$ cat config.mk
export PLATFORM = sky130hd
export DESIGN_NAME = rvie_front
export DESIGN_NICKNAME = d
export VERILOG_FILES = /design/src/hdl/rvie_pkg.sv /design/src/hdl/rvie_front.sv
export SDC_FILE = /design/constraint.sdc
export NUM_CORES = 1
export LEC_CHECK = 0
export ABC_AREA = 1
export BUFFER_PORTS_ARGS = -buffer_cell sky130_fd_sc_hd__buf_2
export CORE_MARGIN = 2
export CORE_UTILIZATION = 49
export DETAILED_ROUTE_END_ITERATION = 16
export PLACE_DENSITY_LB_ADDON = 0.1
export SLEW_MARGIN = 20
export SYNTH_ARGS = -nofsm -noshare
export SYNTH_HDL_FRONTEND = slang
export SYNTH_SLANG_ARGS = --single-unit
$ cat constraint.sdc
create_clock -name vclk -period 4.2
set_input_delay 0.42 -clock vclk [all_inputs]
set_output_delay 0.42 -clock vclk [all_outputs]
set_load 0.05 [all_outputs]
$ cat src/hdl/rvie_pkg.sv
// ----------------------------------------------------------------------------
// rvie_pkg
// Shared types, opcode constants and ALU function of the RV32IM execute unit.
// ----------------------------------------------------------------------------
package rvie_pkg;

	localparam int NUM_REGS_DEF = 32;
	localparam int QUEUE_DEPTH  = 2;

	localparam logic [6:0] OPC_LUI   = 7'b0110111;
	localparam logic [6:0] OPC_AUIPC = 7'b0010111;
	localparam logic [6:0] OPC_OPIMM = 7'b0010011;
	localparam logic [6:0] OPC_OP    = 7'b0110011;

	localparam logic [6:0] F7_BASE   = 7'h00;
	localparam logic [6:0] F7_MULDIV = 7'h01;
	localparam logic [6:0] F7_ALT    = 7'h20;

	localparam logic [2:0] F3_ADD  = 3'd0;
	localparam logic [2:0] F3_SLL  = 3'd1;
	localparam logic [2:0] F3_SLT  = 3'd2;
	localparam logic [2:0] F3_SLTU = 3'd3;
	localparam logic [2:0] F3_XOR  = 3'd4;
	localparam logic [2:0] F3_SR   = 3'd5;
	localparam logic [2:0] F3_OR   = 3'd6;
	localparam logic [2:0] F3_AND  = 3'd7;

	localparam logic [2:0] F3_MUL  = 3'd0;

	typedef enum logic [2:0] {
		CLS_UNSUP,
		CLS_VALUE,
		CLS_ALU,
		CLS_MUL,
		CLS_DIV
	} op_class_t;

	typedef struct packed {
		op_class_t   cls;
		logic [2:0]  funct3;
		logic        alt;
		logic        use_imm;
		logic [31:0] imm;
		logic [4:0]  rd;
		logic [4:0]  rs1;
		logic [4:0]  rs2;
	} op_t;

	function automatic logic [31:0] alu_result(input logic [2:0] f3, input logic [31:0] a,
			input logic [31:0] b, input logic alt);
		logic [31:0] r;
		case (f3)
			F3_ADD:  r = alt ? (a - b) : (a + b);
			F3_SLL:  r = a << b[4:0];
			F3_SLT:  r = {31'b0, $signed(a) < $signed(b)};
			F3_SLTU: r = {31'b0, a < b};
			F3_XOR:  r = a ^ b;
			F3_SR:   r = alt ? 32'($signed(a) >>> b[4:0]) : (a >> b[4:0]);
			F3_OR:   r = a | b;
			F3_AND:  r = a & b;
			default: r = '0;
		endcase
		return r;
	endfunction

endpackage

$ cat src/hdl/rvie_front.sv
// ----------------------------------------------------------------------------
// rvie_front
// Accepts instructions, decodes and classifies them into queue entries.
// ----------------------------------------------------------------------------
module rvie_front import rvie_pkg::*; (
	input  logic        in_valid,
	output logic        in_stall,
	input  logic [31:0] instr_word,
	input  logic [31:0] instr_pc,
	input  logic        queue_full,
	output logic        push,
	output op_t         op
);

	logic [6:0] opc;
	logic [2:0] f3;
	logic [6:0] f7;

	assign opc      = instr_word[6:0];
	assign f3       = instr_word[14:12];
	assign f7       = instr_word[31:25];
	assign in_stall = queue_full;
	assign push     = in_valid && !queue_full;

	always_comb begin
		op         = '0;
		op.cls     = CLS_UNSUP;
		op.funct3  = f3;
		op.rd      = instr_word[11:7];
		op.rs1     = instr_word[19:15];
		op.rs2     = instr_word[24:20];
		op.imm     = {{20{instr_word[31]}}, instr_word[31:20]};
		case (opc)
			OPC_LUI: begin
				op.cls = CLS_VALUE;
				op.imm = {instr_word[31:12], 12'b0};
			end
			OPC_AUIPC: begin
				op.cls = CLS_VALUE;
				op.imm = instr_pc + {instr_word[31:12], 12'b0};
			end
			OPC_OPIMM: begin
				op.use_imm = 1'b1;
				op.alt     = (f3 == F3_SR) && (f7 == F7_ALT);
				if (f3 == F3_SLL) begin
					op.cls = (f7 == F7_BASE) ? CLS_ALU : CLS_UNSUP;
				end else if (f3 == F3_SR) begin
					op.cls = (f7 inside {F7_BASE, F7_ALT}) ? CLS_ALU : CLS_UNSUP;
				end else begin
					op.cls = CLS_ALU;
				end
			end
			OPC_OP: begin
				if (f7 == F7_BASE) begin
					op.cls = CLS_ALU;
				end else if (f7 == F7_MULDIV) begin
					op.cls = f3[2] ? CLS_DIV : CLS_MUL;
				end else if (f7 == F7_ALT && (f3 inside {F3_ADD, F3_SR})) begin
					op.cls = CLS_ALU;
					op.alt = 1'b1;
				end
			end
			default: op.cls = CLS_UNSUP;
		endcase
	end

endmodule

# == Word-level counts from Yosys, hierarchy flattened ==
# Cells that the tools add are included.
# classes
addsub,1
multipliers,0
div_mod_pow,0
n_lt_le_gt_ge,0
eq_ne,8
n_shift,0
muxes,15
bitwise,0
reduce_logical,9
# ops
cell,count
case mux 32 bit (2 select lines),1
adder 32 bit,1
== test 7 x 6 -> 1 bit (second input constant),3
== test 7 x 5 -> 1 bit (second input constant),2
two-way mux 2 bit,5
two-way mux 3 bit,3
case mux 3 bit (3 select lines),1
== test 7 x 1 -> 1 bit (second input constant),1
zero test 7 bit,1
two-way mux 1 bit,4
nonzero test 2 bit,2
== test 3 x 1 -> 1 bit (second input constant),1
== test 3 bit (second input constant),1
logical AND 1 bit,3
zero test 3 bit,1
case mux 1 bit (2 select lines),1
OR reduction 2 bit,1
zero test 1 bit,1
# totals
ff_bits,0
latch_bits,0
ramBits,0
rom_bits,0
input_bits,66
mem_count,0

# == Depth between registers and ports, before layout ==
# logic_depth
word_depth,7
ltp_mapped,12
depth_no_buf,12

# == Least setup slack after synthesis ==
# No wires, ideal clock.
# synth_path
path_type,input port to output port
from,in instr_word[1]
to,out op[48] (netlist bit)
t_arrival_ns,2.514
setup_slack_ns,1.266
stages,6
path_cell_list,nand2_1 > nor2_2 > nand2_2 > nor3_1 > nand3_1 > o21ai_0
# synth_lines
element,line,text
"start, declared",rvie_front.sv:8,"input logic [31:0] instr_word,"
"end, declared",rvie_front.sv:12,output op_t op

==> impl_metrics.json <==
{
  "status": "finished clean",
  "io_buffers": 113,
  "dpl_cell_area_sq_um": 2400,
  "vias": 2594,
  "die_area_sq_um": 4500,
  "clock_buffer_count": 0,
  "hold_violations": 0,
  "finalCritPeriodShare_pct": 68.0,
  "grt-ovfl-total": 0,
  "switching_share_pct": 69.1,
  "place.gp.congestion": 0.934,
  "crit_type": "input pin to output pin",
  "crit_path_max_fanout": 20,
  "end_kind": "output pin",
  "yosysMostFrequentCell": "nand2_1",
  "cts_setup_buffers": 0,
  "die_y_microns": 67.1,
  "syn_to_final_growth_pct": 23.1,
  "drcViolationCount": 0,
  "routed_via_density": 4.93,
  "hp-class": "input pin to output pin",
  "min_period_ps": 2850,
  "worstHoldStart": "instr_word[8]",
  "p_sw_mw": 0.232,
  "routed_wl_mm": 5.49,
  "cts_resized": 0,
  "regArea_sq_um": 0,
  "power_density_nw_per_um2": 140,
  "design_area_sq_um": 2400,
  "max_clock_freq_mhz": 350,
  "dr.pass1.iters": 4,
  "nNetsFinal": 566,
  "diodes": 0,
  "fillCellCount": 398,
  "core_area_sq_um": 3740,
  "rsz0062_at_grt": "no",
  "internal_power_mw": 0.104,
  "hpwl_mm": 4.64,
  "rows": 22,
  "drt_iter0_drc": 134,
  "routedWlPerCell_microns": 10.4,
  "synthTopCellsByArea": "nand2_1, ha_1, inv_1",
  "p_leak_nw": 1.46,
  "maxSlewViolCount": 0,
  "synth_fp_nets": 475,
  "synth_area_sq_um": 1950,
  "synth_warnings": 0,
  "io_pins": 123,
  "grt_max_degree": 21,
  "pwr-share-comb_pct": 100.0,
  "finalSetupViolCount": 0,
  "slew_headroom_pct": 55.8,
  "p_clk_share_pct": 0,
  "synthCells": 389,
  "vdd_drop_max_uv": 59.6,
  "synth_top_area_cell": "nand2_1",
  "holdPathStages": 0,
  "crit_arrival_ps": 2430,
  "start_util_pct": 52.1,
  "required_ps": 3780,
  "final_layout_size_suffix_gt1_share_pct": 25.9,
  "synth_area_per_cell_sq_um": 5.02,
  "grt_pass1_wl_mm": 8.66,
  "antenna_found_initial": 0,
  "drv_cap": 0,
  "chipWidth_microns": 67.1,
  "seq_cell_count": 0,
  "grt_pass1_vias": 2089,
  "ys_seq_area_share_pct": 0,
  "worstHoldEndpoint": "op[11]",
  "ant_nets": 0,
  "synth_top_area_share_pct": 26.0,
  "start_kind": "input pin",
  "setup_tns_ps": 0,
  "synth_cell_types": 28,
  "power_frac_seq_pct": 0,
  "tightest_slew_ps": 661,
  "synthTopCellsByCount": "nand2_1, inv_1, nand3_1",
  "hold_buffers": 0,
  "grtUsageTotal_pct": 23.6
}
metrics by stage:
step | utilization [%] | setup WS [ps] | hold slack (ps) | total power, mW | std cells
global placement | 64.2 | 1440 | 840 | 0.331 | 526
floorplan | - | 1270 | 1010 | 0.267 | 389
CTS | 64.2 | 1360 | 840 | 0.335 | 526
global route | 64.2 | 1120 | 840 | 0.370 | 526
finish | 64.2 | 1350 | 840 | 0.335 | 526
detailed placement | 64.2 | 1360 | 840 | 0.333 | 526
per-layer routing:
metal	vias to the layer above	global-route usage [%]	share of wire, %
li1	1402	-	-
met1	1106	32.4	48
met2	86	42.5	46
met3	0	1.35	6.9
met4	0	0.765	0
met5	-	0	0
power by group through the flow:
stage / sequential (mW) / clock, mW / combinational, mW
finish: 0 / 0 / 0.335
detailed placement: 0 / 0 / 0.333
floorplan: 0 / 0 / 0.267
CTS: 0 / 0 / 0.335
global route: 0 / 0 / 0.370
global placement: 0 / 0 / 0.331
cell type report:
cell class,instances,area [sq um],area share [%]
multi-input combinational,305,1550,64.4
tap,48,60.1,2.50
inverter,59,221,9.22
timing repair buffer,114,573,23.9
cell families after synthesis:
logic type | share of synthesized area, %
xor gates and xnor gates | 1.35
buffers and inverters | 20.7
adders and majority gates | 13.2
and+or+nand+nor | 50.0
AOI/OAI and AO/OA | 14.7
cell usage in the layout, fill, tap and decap left out:
cell / Yosys / layout
nand3_1: 40 / 40
o211ai_1: 2 / 2
and2_1: 1 / 1
inv_2: 1 / 1
fa_1: 1 / 1
buf_2: 2 / 113
ha_1: 19 / 19
nand2_1: 135 / 135
o21ai_1: 3 / 3
xor2_1: 1 / 1
nand4_1: 2 / 2
a22o_1: 1 / 1
nor2_2: 3 / 3
o2111ai_1: 1 / 1
a21oi_1: 17 / 17
o21bai_1: 4 / 4
nor2_1: 31 / 31
buf_4: 19 / 1
or2_2: 4 / 4
inv_1: 58 / 58
nand3b_1: 5 / 5
nor3_4: 1 / 1
nand2_2: 1 / 1
nor3_1: 6 / 6
o21ai_0: 25 / 25
xnor2_1: 2 / 2
worst max-delay path, stage by stage:
cell and delay [ps]:
buf_2 100, nor2_2 130, nand2_2 100, nor2_2 410, inv_1 160, nand2_1 530
o21ai_0 180, o21bai_1 190, buf_2 210
worst max path at each step:
stage	startpoint	to	slack, ps	cells past startpoint
2_1_floorplan	instr_word[1]	op[48]	1270	6
3_3_place_gp	instr_word[1]	op[41]	1440	11
3_5_place_dp	instr_word[6]	op[36]	1360	9
4_1_cts	instr_word[6]	op[36]	1360	9
5_1_grt	instr_word[1]	op[42]	1120	11
6_report	instr_word[6]	op[36]	1350	9
(Power assumes the default switching activity.)
