$ cat config.mk
export PLATFORM = sky130hd
export DESIGN_NAME = rvie_queue
export DESIGN_NICKNAME = d
export VERILOG_FILES = /design/src/hdl/rvie_pkg.sv /design/src/hdl/rvie_queue.sv
export SDC_FILE = /design/constraint.sdc
export NUM_CORES = 1
export LEC_CHECK = 0
export ABC_CLOCK_PERIOD_IN_PS = 3710
export BUFFER_PORTS_ARGS = -buffer_cell sky130_fd_sc_hd__buf_4
export CAP_MARGIN = 20
export CORE_MARGIN = 1.5
export CORE_UTILIZATION = 50
export DETAILED_ROUTE_END_ITERATION = 8
export PLACE_DENSITY = 0.76
export SYNTH_ARGS = -nofsm -noshare
export SYNTH_HDL_FRONTEND = slang
export SYNTH_SLANG_ARGS = --single-unit
export TNS_END_PERCENT = 10
$ cat constraint.sdc
create_clock -name clk -period 3.71 [get_ports clk]
set_input_delay 0.371 -clock clk [delete_from_list [all_inputs] [get_ports clk]]
set_output_delay 0.371 -clock clk [all_outputs]
set_load 0.05 [all_outputs]
$ cat src/hdl/rvie_pkg.sv
// ----------------------------------------------------------------------------
// rvie_pkg
// Shared types, opcode constants and ALU function of the RV32IM execute unit.
// ----------------------------------------------------------------------------
package rvie_pkg;

	localparam int NUM_REGS_DEF = 32;
	localparam int QUEUE_DEPTH  = 2;

	localparam logic [6:0] OPC_LUI   = 7'b0110111;
	localparam logic [6:0] OPC_AUIPC = 7'b0010111;
	localparam logic [6:0] OPC_OPIMM = 7'b0010011;
	localparam logic [6:0] OPC_OP    = 7'b0110011;

	localparam logic [6:0] F7_BASE   = 7'h00;
	localparam logic [6:0] F7_MULDIV = 7'h01;
	localparam logic [6:0] F7_ALT    = 7'h20;

	localparam logic [2:0] F3_ADD  = 3'd0;
	localparam logic [2:0] F3_SLL  = 3'd1;
	localparam logic [2:0] F3_SLT  = 3'd2;
	localparam logic [2:0] F3_SLTU = 3'd3;
	localparam logic [2:0] F3_XOR  = 3'd4;
	localparam logic [2:0] F3_SR   = 3'd5;
	localparam logic [2:0] F3_OR   = 3'd6;
	localparam logic [2:0] F3_AND  = 3'd7;

	localparam logic [2:0] F3_MUL  = 3'd0;

	typedef enum logic [2:0] {
		CLS_UNSUP,
		CLS_VALUE,
		CLS_ALU,
		CLS_MUL,
		CLS_DIV
	} op_class_t;

	typedef struct packed {
		op_class_t   cls;
		logic [2:0]  funct3;
		logic        alt;
		logic        use_imm;
		logic [31:0] imm;
		logic [4:0]  rd;
		logic [4:0]  rs1;
		logic [4:0]  rs2;
	} op_t;

	function automatic logic [31:0] alu_result(input logic [2:0] f3, input logic [31:0] a,
			input logic [31:0] b, input logic alt);
		logic [31:0] r;
		case (f3)
			F3_ADD:  r = alt ? (a - b) : (a + b);
			F3_SLL:  r = a << b[4:0];
			F3_SLT:  r = {31'b0, $signed(a) < $signed(b)};
			F3_SLTU: r = {31'b0, a < b};
			F3_XOR:  r = a ^ b;
			F3_SR:   r = alt ? 32'($signed(a) >>> b[4:0]) : (a >> b[4:0]);
			F3_OR:   r = a | b;
			F3_AND:  r = a & b;
			default: r = '0;
		endcase
		return r;
	endfunction

endpackage

$ cat src/hdl/rvie_queue.sv
// ----------------------------------------------------------------------------
// rvie_queue
// Small FIFO of decoded operations between front and back.
// ----------------------------------------------------------------------------
module rvie_queue import rvie_pkg::*; #(
	parameter int DEPTH = QUEUE_DEPTH
) (
	input  logic clk,
	input  logic arst_n,
	input  logic push,
	input  op_t  wdata,
	input  logic pop,
	output op_t  rdata,
	output logic full,
	output logic empty
);

	localparam int PW = (DEPTH > 1) ? $clog2(DEPTH) : 1;
	localparam int CW = $clog2(DEPTH + 1);

	op_t           store_q [DEPTH];
	logic [PW-1:0] wptr_q;
	logic [PW-1:0] rptr_q;
	logic [CW-1:0] count_q;

	assign full  = (count_q == CW'(DEPTH));
	assign empty = (count_q == '0);
	assign rdata = store_q[rptr_q];

	always_ff @(posedge clk) begin
		if (push) begin
			store_q[wptr_q] <= wdata;
		end
	end

	always_ff @(posedge clk or negedge arst_n) begin
		if (!arst_n) begin
			wptr_q  <= '0;
			rptr_q  <= '0;
			count_q <= '0;
		end else begin
			if (push) begin
				wptr_q <= (wptr_q == PW'(DEPTH - 1)) ? '0 : wptr_q + 1'b1;
			end
			if (pop) begin
				rptr_q <= (rptr_q == PW'(DEPTH - 1)) ? '0 : rptr_q + 1'b1;
			end
			if (push && !pop) begin
				count_q <= count_q + 1'b1;
			end else if (pop && !push) begin
				count_q <= count_q - 1'b1;
			end
		end
	end

endmodule

Yosys cells after proc, flatten, opt, wreduce, memory -nomap -nowiden
Memory sizes are Yosys's and may differ from the RTL's.
Index checks and enable logic that the tools add are counted.
{ "totals": {"reg_bits": 4, "word_cells": 21, "mem_count": 1, "input_bits": 59, "ramBits": 110} }
{ "mem_list": {"columns": ["memory", "words", "width", "rd", "rd_clocked_by_memory_dff", "wr", "line", "text"], "rows": [
  ["store_q", 2, 55, 1, 0, 1, "rvie_queue.sv:21", "op_t store_q [DEPTH];"]
]} }
{ "classes": {"reduce_logical": 6, "n_addsub": 4, "mux": 6, "eq_ne": 1} }
{ "op_table": {"columns": ["operator", "count"], "rows": [
  ["$mux 1", 4],
  ["$mux 2", 2],
  ["$add 1x1->1 const B", 2],
  ["$add 2x1->2 const B", 1],
  ["$eq 2x2->1 const B", 1],
  ["$logic_and 1x1->1", 2],
  ["$logic_not 1->1", 2],
  ["$logic_not 2->1", 1],
  ["$reduce_bool 2->1", 1],
  ["$sub 2x1->2 const B", 1]
]} }

Depth between registers and ports, before layout
{ "logic_depth": {"word_depth": 4, "depth_mapped": 5, "ltp_nobuf": 5} }

Least setup slack after synthesis
No wires, ideal clock.
{ "synth_timing": {"path_type": "register to register", "from": "register wptr_q", "to": "memory store_q[0][0] in the netlist's numbering, enable pin", "slack_ns": 0.384, "path_buffers": 0, "path_stages_with_launch": 2, "arrival_time_ns": 2.852, "required_ns": 3.235, "period_less_slack_ns": 3.326, "path_cell_list": "dfrtp_1 nor2b_1"} }
{ "synth_lines": {"columns": ["item", "line", "text"], "rows": [
  ["start, declared", "rvie_queue.sv:22", "logic [PW-1:0] wptr_q;"],
  ["start signal, assigned", "rvie_queue.sv:43", "wptr_q <= (wptr_q == PW'(DEPTH - 1)) ? '0 : wptr_q + 1'b1;"],
  ["end, declared", "rvie_queue.sv:21", null]
]} }
No word-level cell before the write port.

==> run_results.csv <==
group,metric,value,unit
logic_synthesis,synth_nets,247,
route,ant_nets,0,
finish,nFillCells,541,
worst_setup_path,endpoint_kind,"output port",
worst_setup_path,timing.rr.end,"store_q[0][23]",
worst_setup_path,arrival,2.20,ns
logic_synthesis,netlist_instances,187,
route,route.detailed.drc,0,
logic_synthesis,synth-seq-cells,114,
logic_synthesis,synth.avg_cell_area,23.1,µm²
logic_synthesis,yosys.area.top_type_share,0.765,
sta,post-route-period-util,0.692,
logic_synthesis,syn_area,0.00432,mm²
logic_synthesis,yosysTopAreaCell,"edfxtp_1",
worst_setup_path,max_stage_delay,1.04,ns
power_and_ir_drop,pwr-share-clk,0.264,
placement,io_buffers,115,
logic_synthesis,synthTopCellsByArea,"edfxtp_1, mux2_4, mux2_2",
power_and_ir_drop,p_sw_frac,0.367,
clock_tree,h-tree-depth,4,
die,rows,33,
clock_tree,cts_setup_buffers,0,
power_and_ir_drop,p_total,0.00545,W
sta,tns,0,ns
grt,grt_pass1_vias,2189,
worst_setup_path,crit_chain,"mux2_2, buf_4",
route,viasPerCell,4.92,
die,io_pins,116,
worst_setup_path,slowest_stage,"dfrtp_4",
power_and_ir_drop,pwr-share-comb,0.380,
min_path,holdPathEnd,"rptr_q",
grt,grt_overflow,0,
placement,gp_congestion,0.692,
sta,setup_viol,0,
worst_setup_path,reg2reg_from,"wptr_q",
worst_setup_path,reg2regPathDepth,2,
logic_synthesis,ys_warn_count,0,
clock_tree,path_clk_slew,0.05,ns
clock_tree,cts_buffers,17,
die,initial_core_util,0.521,
die,fp.dieH,96.0,µm
clock_tree,clock-sinks,114,
min_path,min_path_type,"in -> reg",
power_and_ir_drop,vdd_drop_max,0.000577,V
finish,area_growth,35.1,%
grt,grt_first_pass_wirelength,10.4,mm
worst_setup_path,crit_type,"reg -> out",
grt,grt_max_degree,57,
worst_setup_path,cp_max_fo,56,
min_path,hold_path_depth,2,
logic_synthesis,synth_edf_count,110,
logic_synthesis,async_flop_share,0.0351,
sta,fmax,0.389,GHz
finish,instances_no_fill,436,
finish,antenna_cells,0,
die,dieArea,0.00921,mm²
clock_tree,clock_path_buffers,2,
logic_synthesis,synth_most_common_cell,"edfxtp_1",
sta,finalCriticalPeriod,2.57,ns
die,core,0.00830,mm²
grt,grt_usage,0.163,
clock_tree,cts_resized,0,
placement,place_inst,404,
placement,hpwl,4.64,mm
run,cap_viol_max_count,0,
sta,slew_violations,0,
power_and_ir_drop,intPower,0.00345,W
power_and_ir_drop,powerDensity,934,mW/mm²
worst_setup_path,rrSetupSlack,1.84,ns
finish,layout-drive-gt1-share,0.613,
clock_tree,tritoncts,"built",
run_status,status,"completed",
worst_setup_path,critPathRequiredTime,3.34,ns
power_and_ir_drop,seq_power_share,0.356,
logic_synthesis,ys_top_cells_by_count,"edfxtp_1, mux2_4, mux2_2",
route,drt_iter0_drc,118,
die,fp.dieW,96.0,µm
sta,hold_violations,0,
route,wirelength,7.10,mm
route,drt-wirelength-per-cell,16.3,µm
power_and_ir_drop,switching_power,0.00200,W
route,drtPass1Iterations,4,
grt,antenna_found_initial,0,
sta,fin_skew,0.00757,ns
power_and_ir_drop,p_leak,2.35,nW
route,vias,2147,
clock_tree,insertion_delay,0.49,ns
logic_synthesis,ys_seq_area_frac,0.788,
sta,slew_headroom,0.351,
worst_setup_path,critPathLaunchType,"register",
sta,rsz0062_at_grt,"false",
clock_tree,cts_root_buf,"clkbuf_8",
logic_synthesis,synth.distinct_cells,13,
finish,nets,379,
min_path,hold_start,"pop",
logic_synthesis,ys.flop_type,"edfxtp_1",
sta,worst_pin_slew,0.974,ns
-- registers in the layout (all words and copies together), names as in the netlist --
register  flops
count_q       2
rptr_q        1
store_q     110
wptr_q        1
-- power groups by stage --
stage                     registers, W  clock network, W  logic, W
final                          0.00194           0.00144   0.00207
after global routing           0.00197           0.00153   0.00216
after CTS                      0.00195           0.00147   0.00209
after detailed placement       0.00197                 0   0.00209
after global placement         0.00196                 0   0.00207
after floorplan                0.00180                 0   0.00173
-- placed cells by master (no fill, tap or decap), types with 2 or more instances in the layout --
master / instances
buf_4: 118
edfxtp_1: 110
mux2_4: 40
clkbuf_16: 16
mux2_2: 15
clkinv_2: 5
xor2_1: 4
clkinv_1: 3
dfrtp_1: 3
nor2_1: 2
bufinv_16: 2
clkinvlp_4: 2
-- layer usage --
metal	global-route usage	part of all wire	routed length, µm	up-vias
li1	-	-	-	1002
met1	0.176	0.37	2640	1060
met2	0.281	0.55	3930	77
met3	0.0648	0.064	456	8
met4	0.0748	0.010	71	0
met5	0	0	0	-
-- final cells by class --
type / instances / area, µm² / area share
timing repair buffer: 119 / 896 / 0.153
sequential: 114 / 3410 / 0.584
clock buffer: 18 / 418 / 0.0716
multi-input combinational: 66 / 861 / 0.147
inverter: 1 / 3.75 / 0.000643
tap: 105 / 131 / 0.0225
clock inverter: 13 / 120 / 0.0206
-- per-stage QoR --
stage          worst slack (ns)   util  hold WS (ns)  cell area (µm²)
5_1_grt                    1.04  0.703        0.0321             5840
4_1_cts                    1.09  0.703        0.0340             5840
3_5_place_dp               1.63  0.637         0.170             5290
3_3_place_gp               1.65  0.637         0.168             5290
6_report                   1.14  0.703        0.0589             5840
2_1_floorplan             0.384      -        0.0754             4320
-- worst max-delay path, delay by kind of cell (launching register included) --
kind	cells	cell delay, ns
flops	1	1.04
buf+inv	1	0.19
mux	1	0.41
-- cells by family after synthesis --
kind of cell	after synthesis	share of synthesized area
xor+xnor	5	0.0101
simple gates	5	0.00608
fa+ha+maj	1	0.00290
buf+inv	7	0.0151
flops	114	0.788
mux	55	0.178
-- worst max-delay path by stage --
stage	cells after the start	endpoint	slack, ns	startpoint
floorplan	1	store_q[0][0]	0.38	wptr_q
global placement	2	rdata[41]	1.65	rptr_q
detailed placement	2	rdata[27]	1.63	rptr_q
CTS	2	rdata[27]	1.09	rptr_q
global route	2	rdata[35]	1.04	rptr_q
finish	2	rdata[41]	1.14	rptr_q
-- what timing repair did --
action	in CTS	in global routing
hold endpoints to repair	4	0
endpoints found under the setup margin	0	0
hold buffers	1	0
Note: power is estimated with default switching activity, not from simulation.
